File: config.mk
export PLATFORM = sky130hd
export DESIGN_NAME = arithmetic_expression_lexer_core
export DESIGN_NICKNAME = d
export VERILOG_FILES = /design/src/hw/rtl/aelex_pkg.sv /design/src/hw/rtl/aelex_scan.sv /design/src/hw/rtl/aelex_queue.sv /design/src/hw/rtl/arithmetic_expression_lexer_core.sv
export SDC_FILE = /design/constraint.sdc
export NUM_CORES = 1
export LEC_CHECK = 0
export ABC_AREA = 1
export CAP_MARGIN = 5
export CORE_MARGIN = 2
export CORE_UTILIZATION = 39
export CTS_BUF_LIST = sky130_fd_sc_hd__clkbuf_2 sky130_fd_sc_hd__clkbuf_4 sky130_fd_sc_hd__clkbuf_8
export CTS_CLUSTER_SIZE = 25
export DETAILED_ROUTE_END_ITERATION = 10
export DONT_BUFFER_PORTS = 1
export SLEW_MARGIN = 20
export SYNTH_ARGS = -nofsm -noshare
export SYNTH_HDL_FRONTEND = slang
export SYNTH_SLANG_ARGS = --single-unit
File: constraint.sdc
create_clock -name clock -period 5.1 [get_ports clock]
set_input_delay 0.255 -clock clock [delete_from_list [all_inputs] [get_ports clock]]
set_output_delay 0.255 -clock clock [all_outputs]
set_load 0.02 [all_outputs]
File: src/hw/rtl/aelex_pkg.sv
// Types and codes shared by the expression lexer modules.
`default_nettype none
package aelex_pkg;

   localparam int OUT_VALUE_BITS = 32;
   localparam int OUT_POS_BITS   = 16;
   localparam int DIGIT_BITS     = 8;
   localparam int QUEUE_DEPTH    = 4;

   typedef enum logic [2:0] {
      TOK_END_OF_TEXT = 3'd0,
      TOK_NUMBER      = 3'd1,
      TOK_OPERATOR    = 3'd2,
      TOK_OPEN        = 3'd3,
      TOK_CLOSE       = 3'd4,
      TOK_ERROR       = 3'd5
   } token_kind_type;

   typedef enum logic [1:0] {
      OP_PLUS   = 2'd0,
      OP_MINUS  = 2'd1,
      OP_TIMES  = 2'd2,
      OP_DIVIDE = 2'd3
   } op_code_type;

   typedef struct packed {
      token_kind_type            kind;
      op_code_type               op;
      logic [OUT_VALUE_BITS-1:0] value;
      logic [DIGIT_BITS-1:0]     digits;
      logic [OUT_POS_BITS-1:0]   line;
      logic [OUT_POS_BITS-1:0]   column;
      logic                      last;
   } token_word_type;

   // Up to two tokens produced by one input transaction, first in order.
   typedef struct packed {
      logic [1:0]     count;
      token_word_type first;
      token_word_type second;
   } tok_push_type;

endpackage
`default_nettype wire

File: src/hw/rtl/aelex_scan.sv
// Character classification, number accumulation and position tracking.
`default_nettype none
module aelex_scan #(
   parameter int VALUE_BITS    = 32,
   parameter int POSITION_BITS = 16
) (
   input  logic                   clock,
   input  logic                   reset,
   input  logic                   accept,
   input  logic [7:0]             char_code,
   input  logic                   end_of_text,
   output aelex_pkg::tok_push_type push
);
   import aelex_pkg::*;

   localparam logic [7:0] CHAR_ZERO    = 8'h30;
   localparam logic [7:0] CHAR_NINE    = 8'h39;
   localparam logic [7:0] CHAR_TAB     = 8'h09;
   localparam logic [7:0] CHAR_CR      = 8'h0D;
   localparam logic [7:0] CHAR_NEWLINE = 8'h0A;
   localparam logic [7:0] CHAR_SPACE   = 8'h20;
   localparam logic [7:0] CHAR_PLUS    = 8'h2B;
   localparam logic [7:0] CHAR_MINUS   = 8'h2D;
   localparam logic [7:0] CHAR_STAR    = 8'h2A;
   localparam logic [7:0] CHAR_SLASH   = 8'h2F;
   localparam logic [7:0] CHAR_OPEN    = 8'h28;
   localparam logic [7:0] CHAR_CLOSE   = 8'h29;

   localparam logic [POSITION_BITS-1:0] POS_MAX   = {POSITION_BITS{1'b1}};
   localparam logic [DIGIT_BITS-1:0]    DIGIT_MAX = {DIGIT_BITS{1'b1}};
   localparam logic [VALUE_BITS-1:0]    VALUE_MAX = {VALUE_BITS{1'b1}};

   logic [POSITION_BITS-1:0] line_ff, line_in;
   logic [POSITION_BITS-1:0] column_ff, column_in;
   logic                     in_number_ff, in_number_in;
   logic [VALUE_BITS-1:0]    value_ff, value_in;
   logic [DIGIT_BITS-1:0]    digits_ff, digits_in;
   logic [POSITION_BITS-1:0] start_line_ff, start_line_in;
   logic [POSITION_BITS-1:0] start_column_ff, start_column_in;
   logic                     halted_ff, halted_in;

   logic                     is_digit, is_space, is_op, is_open, is_close;
   logic [VALUE_BITS-1:0]    base_value;
   logic [DIGIT_BITS-1:0]    base_digits;
   logic [VALUE_BITS+3:0]    scaled;
   logic                     have_num, have_main;
   token_word_type           num_tok, main_tok;
   op_code_type              op_code;

   assign is_digit = (char_code >= CHAR_ZERO) && (char_code <= CHAR_NINE);
   assign is_space = (char_code == CHAR_SPACE)
                     || ((char_code >= CHAR_TAB) && (char_code <= CHAR_CR));
   assign is_op    = (char_code == CHAR_PLUS) || (char_code == CHAR_MINUS)
                     || (char_code == CHAR_STAR) || (char_code == CHAR_SLASH);
   assign is_open  = (char_code == CHAR_OPEN);
   assign is_close = (char_code == CHAR_CLOSE);

   always_comb begin
      case (char_code)
         CHAR_PLUS:  op_code = OP_PLUS;
         CHAR_MINUS: op_code = OP_MINUS;
         CHAR_STAR:  op_code = OP_TIMES;
         default:    op_code = OP_DIVIDE;
      endcase
   end

   // A fresh number starts from zero; value*10 + digit is formed four bits wider,
   // and any carry into those bits means the maximum was passed.
   assign base_value  = in_number_ff ? value_ff : '0;
   assign base_digits = in_number_ff ? digits_ff : '0;
   assign scaled = ({4'b0, base_value} << 3) + ({4'b0, base_value} << 1)
                   + (VALUE_BITS+4)'(char_code - CHAR_ZERO);

   always_comb begin
      num_tok        = '0;
      num_tok.kind   = TOK_NUMBER;
      num_tok.op     = OP_PLUS;
      num_tok.value  = OUT_VALUE_BITS'(value_ff);
      num_tok.digits = digits_ff;
      num_tok.line   = OUT_POS_BITS'(start_line_ff);
      num_tok.column = OUT_POS_BITS'(start_column_ff);

      main_tok        = '0;
      main_tok.kind   = TOK_END_OF_TEXT;
      main_tok.op     = OP_PLUS;
      main_tok.digits = DIGIT_BITS'(1);
      main_tok.line   = OUT_POS_BITS'(line_ff);
      main_tok.column = OUT_POS_BITS'(column_ff);
      main_tok.last   = 1'b1;

      have_num  = 1'b0;
      have_main = 1'b0;

      line_in         = line_ff;
      column_in       = column_ff;
      in_number_in    = in_number_ff;
      value_in        = value_ff;
      digits_in       = digits_ff;
      start_line_in   = start_line_ff;
      start_column_in = start_column_ff;
      halted_in       = halted_ff;

      if (end_of_text) begin
         have_num        = in_number_ff;
         have_main       = !halted_ff;
         main_tok.digits = '0;
         line_in         = '0;
         column_in       = '0;
         in_number_in    = 1'b0;
         value_in        = '0;
         digits_in       = '0;
         start_line_in   = '0;
         start_column_in = '0;
         halted_in       = 1'b0;
      end else if (!halted_ff) begin
         if (is_digit) begin
            if (!in_number_ff) begin
               start_line_in   = line_ff;
               start_column_in = column_ff;
            end
            in_number_in = 1'b1;
            value_in     = (|scaled[VALUE_BITS+3:VALUE_BITS]) ? VALUE_MAX
                           : scaled[VALUE_BITS-1:0];
            digits_in    = (base_digits == DIGIT_MAX) ? DIGIT_MAX : base_digits + 1'b1;
         end else begin
            have_num     = in_number_ff;
            in_number_in = 1'b0;
            if (is_op) begin
               have_main   = 1'b1;
               main_tok.kind = TOK_OPERATOR;
               main_tok.op   = op_code;
            end else if (is_open) begin
               have_main     = 1'b1;
               main_tok.kind = TOK_OPEN;
            end else if (is_close) begin
               have_main     = 1'b1;
               main_tok.kind = TOK_CLOSE;
            end else if (!is_space) begin
               have_main     = 1'b1;
               main_tok.kind = TOK_ERROR;
               halted_in     = 1'b1;
            end
         end
         // The offending character of an error does not move the position.
         if (!halted_in) begin
            if (char_code == CHAR_NEWLINE) begin
               line_in   = (line_ff == POS_MAX) ? POS_MAX : line_ff + 1'b1;
               column_in = '0;
            end else begin
               column_in = (column_ff == POS_MAX) ? POS_MAX : column_ff + 1'b1;
            end
         end
      end

      num_tok.last = !have_main;
      push.count   = accept ? ({1'b0, have_num} + {1'b0, have_main}) : 2'd0;
      push.first   = have_num ? num_tok : main_tok;
      push.second  = main_tok;
   end

   always_ff @(posedge clock) begin
      if (reset) begin
         line_ff         <= '0;
         column_ff       <= '0;
         in_number_ff    <= 1'b0;
         value_ff        <= '0;
         digits_ff       <= '0;
         start_line_ff   <= '0;
         start_column_ff <= '0;
         halted_ff       <= 1'b0;
      end else if (accept) begin
         line_ff         <= line_in;
         column_ff       <= column_in;
         in_number_ff    <= in_number_in;
         value_ff        <= value_in;
         digits_ff       <= digits_in;
         start_line_ff   <= start_line_in;
         start_column_ff <= start_column_in;
         halted_ff       <= halted_in;
      end
   end

endmodule
`default_nettype wire

File: src/hw/rtl/aelex_queue.sv
// Small token queue that takes up to two tokens per cycle and hands out one.
`default_nettype none
module aelex_queue (
   input  logic                      clock,
   input  logic                      reset,
   input  aelex_pkg::tok_push_type   push,
   output logic                      space_ok,
   output logic                      out_valid,
   input  logic                      out_ready,
   output aelex_pkg::token_word_type out_token
);
   import aelex_pkg::*;

   localparam int PTR_BITS = $clog2(QUEUE_DEPTH);
   localparam int CNT_BITS = $clog2(QUEUE_DEPTH + 1);

   token_word_type      entry_ff [QUEUE_DEPTH];
   logic [PTR_BITS-1:0] head_ff, head_in;
   logic [CNT_BITS-1:0] count_ff, count_in;
   logic [PTR_BITS-1:0] tail, tail_next;
   logic                pop;

   assign tail      = head_ff + count_ff[PTR_BITS-1:0];
   assign tail_next = tail + 1'b1;
   assign out_valid = (count_ff != '0);
   assign out_token = entry_ff[head_ff];
   assign pop       = out_valid && out_ready;
   // Room for the worst case of two tokens from the next transaction.
   assign space_ok  = (count_ff <= CNT_BITS'(QUEUE_DEPTH - 2));

   assign head_in  = pop ? head_ff + 1'b1 : head_ff;
   assign count_in = count_ff - CNT_BITS'(pop) + CNT_BITS'(push.count);

   always_ff @(posedge clock) begin
      if (reset) begin
         head_ff  <= '0;
         count_ff <= '0;
      end else begin
         head_ff  <= head_in;
         count_ff <= count_in;
      end
   end

   always_ff @(posedge clock) begin
      if (push.count != 2'd0) begin
         entry_ff[tail] <= push.first;
      end
      if (push.count == 2'd2) begin
         entry_ff[tail_next] <= push.second;
      end
   end

endmodule
`default_nettype wire

File: src/hw/rtl/arithmetic_expression_lexer_core.sv
// Top level of the arithmetic expression lexer.
// Throughput: one character per cycle; a transaction is taken whenever the
// four-entry token queue holds two tokens or fewer, so room for two is left.
// With the queue empty, the first token caused by a character is offered on rsp
// in the cycle after that character is accepted, a second after the first is taken.
// Reset clears position, number and halt state and empties the queue.
`default_nettype none
module arithmetic_expression_lexer_core #(
   parameter int VALUE_BITS    = 32,
   parameter int POSITION_BITS = 16
) (
   input  logic        clock,
   input  logic        reset,
   input  logic        req_valid,
   output logic        req_ready,
   input  logic [7:0]  req_char_code,
   input  logic        req_end_of_text,
   output logic        rsp_valid,
   input  logic        rsp_ready,
   output logic [2:0]  rsp_token_kind,
   output logic [1:0]  rsp_operator_code,
   output logic [31:0] rsp_number_value,
   output logic [7:0]  rsp_digit_count,
   output logic [15:0] rsp_line_index,
   output logic [15:0] rsp_column_index,
   output logic        rsp_last_of_run
);
   import aelex_pkg::*;

   tok_push_type   push;
   token_word_type out_token;
   logic           space_ok;

   assign req_ready = space_ok;

   aelex_scan #(
      .VALUE_BITS    (VALUE_BITS),
      .POSITION_BITS (POSITION_BITS)
   ) u_scan (
      .clock       (clock),
      .reset       (reset),
      .accept      (req_valid && space_ok),
      .char_code   (req_char_code),
      .end_of_text (req_end_of_text),
      .push        (push)
   );

   aelex_queue u_queue (
      .clock     (clock),
      .reset     (reset),
      .push      (push),
      .space_ok  (space_ok),
      .out_valid (rsp_valid),
      .out_ready (rsp_ready),
      .out_token (out_token)
   );

   assign rsp_token_kind    = out_token.kind;
   assign rsp_operator_code = out_token.op;
   assign rsp_number_value  = out_token.value;
   assign rsp_digit_count   = out_token.digits;
   assign rsp_line_index    = out_token.line;
   assign rsp_column_index  = out_token.column;
   assign rsp_last_of_run   = out_token.last;

endmodule
`default_nettype wire

# Word-level counts from Yosys, hierarchy flattened

Memory sizes are Yosys's and may differ from the RTL's. A register that Yosys moved wholly into a read port is not among the register bits.
Index checks and enable logic that the tools add are counted.
W data, S select, Z words.

$add $sub $neg: 12
Order comparisons: 5
Equal/unequal tests: 15
Mux-type cells: 67
Reduce and logical (&&, ||, !) cells: 20

Operators with widths:

| kind                    | count |
|---|---|
| $mux W16                | 18 |
| $mux W32                | 5 |
| $mux W78                | 1 |
| $eq A8 B6 Y1 const B    | 7 |
| $mux W8                 | 5 |
| $add A35 B33 Y36        | 1 |
| $add A36 B36 Y36        | 1 |
| $add A16 B1 Y16 const B | 2 |
| $eq A16 B16 Y1 const B  | 2 |
| $mux W1                 | 26 |
| $mux W5                 | 3 |
| $mux W3                 | 4 |
| $sub A8 B6 Y9 const B   | 1 |
| $add A8 B1 Y8 const B   | 1 |
| $eq A8 B4 Y1 const B    | 1 |
| $eq A8 B8 Y1 const B    | 1 |
| $ge A8 B4 Y1 const B    | 1 |
| $ge A8 B6 Y1 const B    | 1 |
| $le A8 B4 Y1 const B    | 1 |
| $le A8 B6 Y1 const B    | 1 |
| $mux W2                 | 4 |
| $reduce_and A4 Y1       | 2 |
| $ne A2 B2 Y1 const B    | 3 |
| $pmux W2 S3             | 1 |
| other kinds (15)        | 26 |

Bits in registers: 111
Bits in writable memories: 312
Input port bits: 13
Memories: 1

Memory list:

| name             | depth | bits a word | rd ports | clocked after memory_dff | write ports | RTL line          | text |
|---|---|---|---|---|---|---|---|
| u_queue.entry_ff | 4     | 78          | 1        | 1                        | 2           | aelex_queue.sv:17 | `token_word_type entry_ff [QUEUE_DEPTH];` |

# Depth between registers and ports, before layout

Gate-level depths: netlist of the first run.

Depth in word-level cells: 15
Gate-level depth with buffers: 25

# Modules after synthesis

A second synthesis of the first run with hierarchy kept.

Cells, all modules: 3313
Area, all modules: 25717.2 um^2

Modules (own cells, without submodules):

| module                           | instances | cells an instance | area an instance (um^2) | sequential area each (um^2) |
|---|---|---|---|---|
| aelex_queue                      | 1         | 1852              | 16419.5                 | 9509.1 |
| aelex_scan                       | 1         | 1459              | 9290.2                  | 2122.0 |
| arithmetic_expression_lexer_core | 1         | 2                 | 7.5                     | 0.0 |

# Worst setup path before layout of the first run

OpenSTA, ideal clock, no wires.

Kind: input port to flip-flop
Start point: input req_char_code[4]
End point: register u_scan.value_ff[14]
Setup time: 0.132 ns
Arrival time: 3.954 ns
Data required time: 4.968 ns
Setup slack: 1.014 ns
Stages: 21
Path buffers: 1
Path through: ha_1 -> nor2_1 -> inv_1 -> fa_1 -> inv_1 -> ha_1 -> nand2_1 -> inv_1 -> nand2_1 -> nand2_1 -> a21oi_1 -> nand2_2 -> nand2_1 -> nand2_1 -> nand2_1 -> nand2_1 -> nor2_4 -> buf_6 -> nand3_1 -> nand2_1 -> a21oi_1

Cells in the longest elaborated chain, start to end: 7
Elaborated cells on any way between the ends: 12

RTL lines:

| item                 | RTL line                               | text |
|---|---|---|
| start, declared      | arithmetic_expression_lexer_core.sv:16 | `input logic [7:0] req_char_code,` |
| $sub A8 B6 Y9        | aelex_scan.sv:72                       | `+ (VALUE_BITS+4)'(char_code - CHAR_ZERO);` |
| $add A36 B36 Y36     | aelex_scan.sv:72                       |  |
| $reduce_or A4 Y1     | aelex_scan.sv:122                      | `value_in = (\|scaled[VALUE_BITS+3:VALUE_BITS]) ? VALUE_MAX` |
| $mux W32             | aelex_scan.sv:122                      |  |
| $mux W32             | aelex_scan.sv:116                      | `if (is_digit) begin` |
| $mux W32             | aelex_scan.sv:115                      | `end else if (!halted_ff) begin` |
| $mux W32             | aelex_scan.sv:103                      | `if (end_of_text) begin` |
| end signal, assigned | aelex_scan.sv:175                      | `value_ff <= value_in;` |
| end, declared        | aelex_scan.sv:36                       | `logic [VALUE_BITS-1:0] value_ff, value_in;` |

Parallel ways exist; a longest one is shown, timed or not. The select of a mux whose other input is x is not followed.
A chain may end at the register's enable or synchronous reset.

# Worst setup path after layout of the first run

Start point: register u_scan.in_number_ff
End point: register u_scan.value_ff[23]

Cells in the longest elaborated chain, start to end: 8

RTL lines:

| item                   | RTL line          | text |
|---|---|---|
| start, declared        | aelex_scan.sv:35  | `logic in_number_ff, in_number_in;` |
| start signal, assigned | aelex_scan.sv:174 | `in_number_ff <= in_number_in;` |
| $mux W32 *             | aelex_scan.sv:69  | `assign base_value = in_number_ff ? value_ff : '0;` |
| $add A35 B33 Y36 *     | aelex_scan.sv:71  | `assign scaled = ({4'b0, base_value} << 3) + ({4'b0, base_value} << 1)` |
| $add A36 B36 Y36 *     | aelex_scan.sv:72  |  |
| $reduce_or A4 Y1       | aelex_scan.sv:122 |  |
| $mux W32 *             | aelex_scan.sv:122 |  |
| $mux W32 *             | aelex_scan.sv:116 |  |
| $mux W32 *             | aelex_scan.sv:115 |  |
| $mux W32 *             | aelex_scan.sv:103 |  |

Mark *: on every way between the ends. The rest lies on a longest branch, timed or not. The select of a mux whose other input is x is not followed.

==> results.toml, run 1 <==
[yosys]
yosys.area.top_type = "dfxtp_1"
ys_warn_count = 0
synthAdderAreaFrac_pct = 5.66
yosys-top-cells-count = "nand2_1, dfxtp_1, nor2_1"
async_flop_share_pct = 0
yosysMostFrequentCell = "nand2_1"
synth_area_um2 = 22200
synth_nets = 2881
synth-xor-area-share_pct = 1.98
synthSimpleGateAreaFrac_pct = 19.8
synth_seq_cells = 425
synth_edf_count = 152
ys_seq_area_share_pct = 45.3
ys_top_cells_by_area = "dfxtp_1, edfxtp_1, nand2_1"
synthMuxAreaShare_pct = 0
synth-compound-area-share_pct = 19.7
avgSynthCellArea_um2 = 7.95
synthFlopType = "dfxtp_1"
netlist.area_leader.share_pct = 24.7
yosysUniqueCellTypes = 46
synthCells = 2787
synth_top_family_by_area = "simple AND/OR/NAND/NOR gates"

[critical_path]
startpoint_type = "flop"
cp-end-kind = "flop"
setup.worst_path.class = "reg2reg"
worstPathRequired_ps = 5600
cp_max_fo = 45
cp.arrival_ps = 4710

[placed_design]
gp_congestion = 0.927
io_buffers = 0
dp_hpwl_um = 41900
dpl_worst_slack_ps = 931

[floorplanning]
die_x_um = 242
initial_core_util_pct = 39.4
io_pins = 93
die_area_um2 = 58800
die_y_um = 242
fp-row-count = 87
coreArea_um2 = 56300

[clock_tree]
worstSkewPairLatency_ps = 650
clockBufferDepth = 3
clk_pin_slew_ps = 60
post_cts_resized = 0
cts_made_buffers = 71
ctsHoldBuffers = 8
cts_htree_levels = 3
cts_sinks = 425
cts_tree = "done"
postCtsSetupRepairBufs = 0
ctsRootBufferMaster = "clkbuf_8"

[job]
cap_violations = 0

[timing]
max_freq_ghz = 0.237
worst_slew_pin_slew_ps = 1120
fin_tns_setup_ps = 0
maxSlewViolCount = 0
min_period_ps = 4210
finalHoldViolations = 0
slew-limit-headroom_pct = 25.3
worst_clock_skew_ps = 26.2
grt_setup_unrepaired = "no"
setup_ws_ps = 887
period_share_pct = 82.6
holdWs_ps = 111
setup_viol = 0

[global_route]
grt_usage_pct = 22.3
grt_pass1_vias = 18400
antenna_found_initial = 2
grt_max_degree = 107
grt_first_pass_wirelength_um = 104000
grt-ovfl-total = 0

[route]
routed_via_density = 5.50
wire_per_inst_um = 19.0
drtIter0Drc = 1793
vias = 19500
ant_nets = 0
wirelength_um = 67100
dr.pass1.iters = 6
route.detailed.drc = 0

[finish]
area_growth_pct = 8.83
drive_above_1_share_pct = 9.66
layout.nets = 2825
nFillCells = 5580
final_util_pct = 42.9

[run_status]
status = "finished clean"

[power_and_ir_drop]
p_leak_nw = 9.10
powerDensity_nw_per_um2 = 397
ir_drop_mv = 0.291

[hold_path]
min_path_type = "in2reg"
==> final timing paths <==
check | from | endpoint | slack [ps] | depth (start not counted)
max | u_scan.in_number_ff$_SDFFE_PP0P_ | u_scan.value_ff[23]$_SDFFE_PP0P_ | 890 | 19
max reg2reg | u_scan.in_number_ff$_SDFFE_PP0P_ | u_scan.value_ff[23]$_SDFFE_PP0P_ | 890 | 19
min reg2reg | u_queue.entry_ff[1][48]$_SDFFE_PP0P_ | u_queue.entry_ff[1][48]$_SDFFE_PP0P_ | 450 | 2
min | req_valid | u_queue.entry_ff[0][0]$_SDFFE_PP1N_ | 110 | 5
==> through the flow <==
stage | instance area, um^2 | power [mW] | instances
after detailed placement | 22600 | 6.48 | 3406
after floorplan | 22200 | 5.74 | 2787
after global routing | 24100 | 9.97 | 3541
after CTS | 24100 | 9.62 | 3540
after global placement | 22600 | 6.44 | 3406
final | 24100 | 9.57 | 3541
==> cells in the final DEF, fill, tap and decap left out, drive strengths merged, types with 7 or more instances in the layout <==
| cell | instances |
|---|---|
| o22ai | 224 |
| nor3 | 21 |
| clkbuf | 115 |
| a21oi | 150 |
| xnor2 | 18 |
| dfxtp | 273 |
| buf | 28 |
| nand3 | 105 |
| o21ai | 382 |
| edfxtp | 152 |
| ha | 49 |
| inv | 228 |
| nor2 | 277 |
| dlygate4sd3 | 7 |
| nand2 | 633 |
| o21bai | 9 |
| clkinv | 18 |
| fa | 32 |
| xor2 | 32 |
==> critical path: stages, from the launching register on <==
cell,delay (ps)
dfxtp_1,300
buf_4,420
nand2_1,300
fa_1,590
inv_1,40
ha_1,340
nand2_1,110
clkinv_1,90
a21oi_1,140
nand2_1,150
nand2_1,90
nand2_1,160
nand2_1,140
nand3_1,90
nand2_1,90
inv_1,60
nor2_4,530
nand3_1,210
nand2_1,110
a21oi_1,60
==> layout make-up <==
| class | count | area, um^2 | share of cell area (%) |
|---|---|---|---|
| multi-input cells | 1962 | 10500 | 43.4 |
| flip-flops and latches | 425 | 10000 | 41.6 |
| clock buffers | 115 | 1380 | 5.73 |
| well taps | 756 | 946 | 3.92 |
| inverters | 236 | 890 | 3.69 |
| repair buffers | 35 | 313 | 1.30 |
| clock inverters | 11 | 77.6 | 0.322 |
| diodes | 1 | 2.50 | 0.0104 |
==> flip-flops by register name, summed over array words and instances (netlist names), named ones only <==
signal                  count
u_scan.start_column_ff     16
u_queue.head_ff             2
u_queue.count_ff            3
u_scan.in_number_ff         1
u_queue.entry_ff          312
u_scan.line_ff             16
u_scan.start_line_ff       16
u_scan.value_ff            32
u_scan.column_ff           16
u_scan.digits_ff            8
u_scan.halted_ff            1
==> cells by family after synthesis <==
kind of cell | after synthesis
fa+ha+maj | 81
flops | 425
xor+xnor | 50
buf+inv | 400
compound gates | 774
simple gates | 1057
==> power by group <==
part	switching [mW]	total [mW]	internal, mW
Clock	1.38	3.14	1.76
Combinational	2.03	2.51	0.483
Sequential	0.115	3.91	3.80
Total	3.53	9.57	6.04
==> layer usage <==
metal	share of wire (%)	wire [um]	vias to the layer above	track usage [%]
met1	44	29800	9313	30.2
li1	-	-	9357	-
met2	45	30100	704	34.9
met3	7.9	5320	113	4.96
met4	2.7	1810	0	7.90
met5	0	0	-	0
Power figures use the tool's default switching activity.
==> run 2: changes to the inputs <==
clock period = 3.6 ns   (was 5.1 ns; I/O delays follow)
==> run 2 against run 1 <==
Compared with the run above:
- worst setup slack worse by 630 ps
- global-route usage increased by 0.40 points
- maximum frequency increased by 26%
- cell count grew 1.3%
- clock power increased by 50%
- cell area is 2.4% higher
- sequential share of layout area decreased by 0.97 points
- register-to-register slack got worse by 630 ps
- clock skew increased by 8.5 ps
- combinational power up 48%
==> results.toml, run 2 (synthesized netlist as in run 1, its figures left out) <==
[global_route]
grt-ovfl-total = 0
grt_usage_pct = 22.7
grt_first_pass_wirelength_um = 106000
grt_max_degree = 94
antenna_found_initial = 2
grt_pass1_vias = 18900

[critical_path]
crit_slowest_cell = "fa_1"
cp_common_cell = "nand2_1"
cp_max_fo = 24
startpoint_type = "flop"
worstPathRequired_ps = 4090
cp.arrival_ps = 3840
max_stage_delay_ps = 560
crit_family = "adder cells"
cp-end-kind = "flop"
path_cells = "buf_12, nand2_1, fa_1, inv_1, ha_1, nand2_1, inv_1, nand2_1, o21ai_0, a21oi_1, buf_4, nand3_1, nand2_1, nor2_4, buf_12, nand3_1, nand2_1, a21oi_1"
path_buf_inv = 5
setup.worst_path.class = "reg2reg"

[placed_design]
dpl_worst_slack_ps = 208
place_area_um2 = 23000
io_buffers = 0
dp_hpwl_um = 42500
gp_congestion = 0.932

[route]
vias = 19700
drtIter0Drc = 1566
ant_nets = 0
routed_via_density = 5.50
route.detailed.drc = 0
wirelength_um = 68000
wire_per_inst_um = 19.0
dr.pass1.iters = 5

[finish]
mostFrequentLayoutCell = "nand2_1"
final_util_pct = 43.9
largest_register_ffs = 312
area_growth_pct = 11.4
drive_above_1_share_pct = 11.3
design_area_um2 = 24700
top_regs = "u_queue.entry_ff (312), u_scan.value_ff (32)"
top_register = "u_queue.entry_ff"
final_cell_mix = "nand2_1, dfxtp_1, nor2_1"
layout.nets = 2865

[timing]
slew-limit-headroom_pct = 34.1
maxSlewViolCount = 0
holdWs_ps = 43.8
worst_clock_skew_ps = 34.7
min_period_ps = 3350
worst_slew_pin_slew_ps = 988
setup_viol = 0
finalHoldViolations = 0
max_freq_ghz = 0.299
setup_ws_ps = 254
period_share_pct = 92.9

[power_and_ir_drop]
power_mw = 14.0
p_leak_nw = 9.38
powerDensity_nw_per_um2 = 566
ir_drop_mv = 0.408

[clock_tree]
clk_pin_slew_ps = 60
cts_sinks = 425
cts_made_buffers = 76
worstSkewPairLatency_ps = 660
ctsRootBufferMaster = "clkbuf_8"
cts_tree = "done"
cts_htree_levels = 3
clockBufferDepth = 3

[floorplanning]
fp-row-count = 87
die_x_um = 242
io_pins = 93
coreArea_um2 = 56300
initial_core_util_pct = 39.4
die_y_um = 242
die_area_um2 = 58800

[job]
cap_violations = 0

[run_status]
status = "finished clean"

[hold_path]
min_path_type = "in2reg"
## run 2: cell count changes in the layout (fill, tap and decap cells not counted), moves of 2 or more
cell        change
a21oi_1         -3
a21oi_2         +3
buf_12         +12
buf_4          +23
clkbuf_4        -6
clkbuf_8        +5
clkinv_1        +4
clkinvlp_4      +4
inv_1           -2
inv_2           +2
## run 2: through the flow
step           std cells  TNS (ps)
2_1_floorplan       2787         0
3_3_place_gp        3440         0
3_5_place_dp        3440         0
4_1_cts             3584         0
5_1_grt             3586      -108
6_report            3586         0
## run 2: report_power, final
part | internal, mW | switching, mW
Clock | 2.65 | 2.06
Sequential | 5.38 | 0.176
Combinational | 0.776 | 2.93
## run 2: repair_timing
item                                    CTS  global route
buffers inserted                          0             1
hold buffers                              8             0
endpoints found under the setup margin    0            32
endpoints found under the hold margin   106             0
gates resized for setup                   0             4
## run 2: worst min-delay path, cell delays in order
cell	delay, ps
nand3_1	90
nand2_1	130
nand2_2	100
inv_2	80
a21oi_1	60
## run 2: path summary, 6_finish.rpt
path,slack [ps],from,endpoint,depth (start not counted)
max,250,u_scan.in_number_ff$_SDFFE_PP0P_,u_scan.value_ff[30]$_SDFFE_PP0P_,18
min,40,req_valid,u_queue.entry_ff[0][0]$_SDFFE_PP1N_,5
max reg2reg,250,u_scan.in_number_ff$_SDFFE_PP0P_,u_scan.value_ff[30]$_SDFFE_PP0P_,18
min reg2reg,450,u_queue.entry_ff[1][37]$_SDFFE_PP0P_,u_queue.entry_ff[1][37]$_SDFFE_PP0P_,2
## run 2: layer usage
metal  up-vias  share of wire, %  track usage [%]
li1       9444                 -                -
met1      9435                44             30.6
met2       738                45             36.1
met3       120               8.4             5.01
met4         0               2.3             7.41
met5         -                 0                0
## run 2: area by class of cell
class                      count  area, um^2
timing repair buffer          70         726
clock buffer                 114        1410
clock inverter                22         176
sequential                   425       10000
multi-input combinational   1962       10500
tap                          756         946
fill                        5569       31600
antenna                        1        2.50
inverter                     236         892
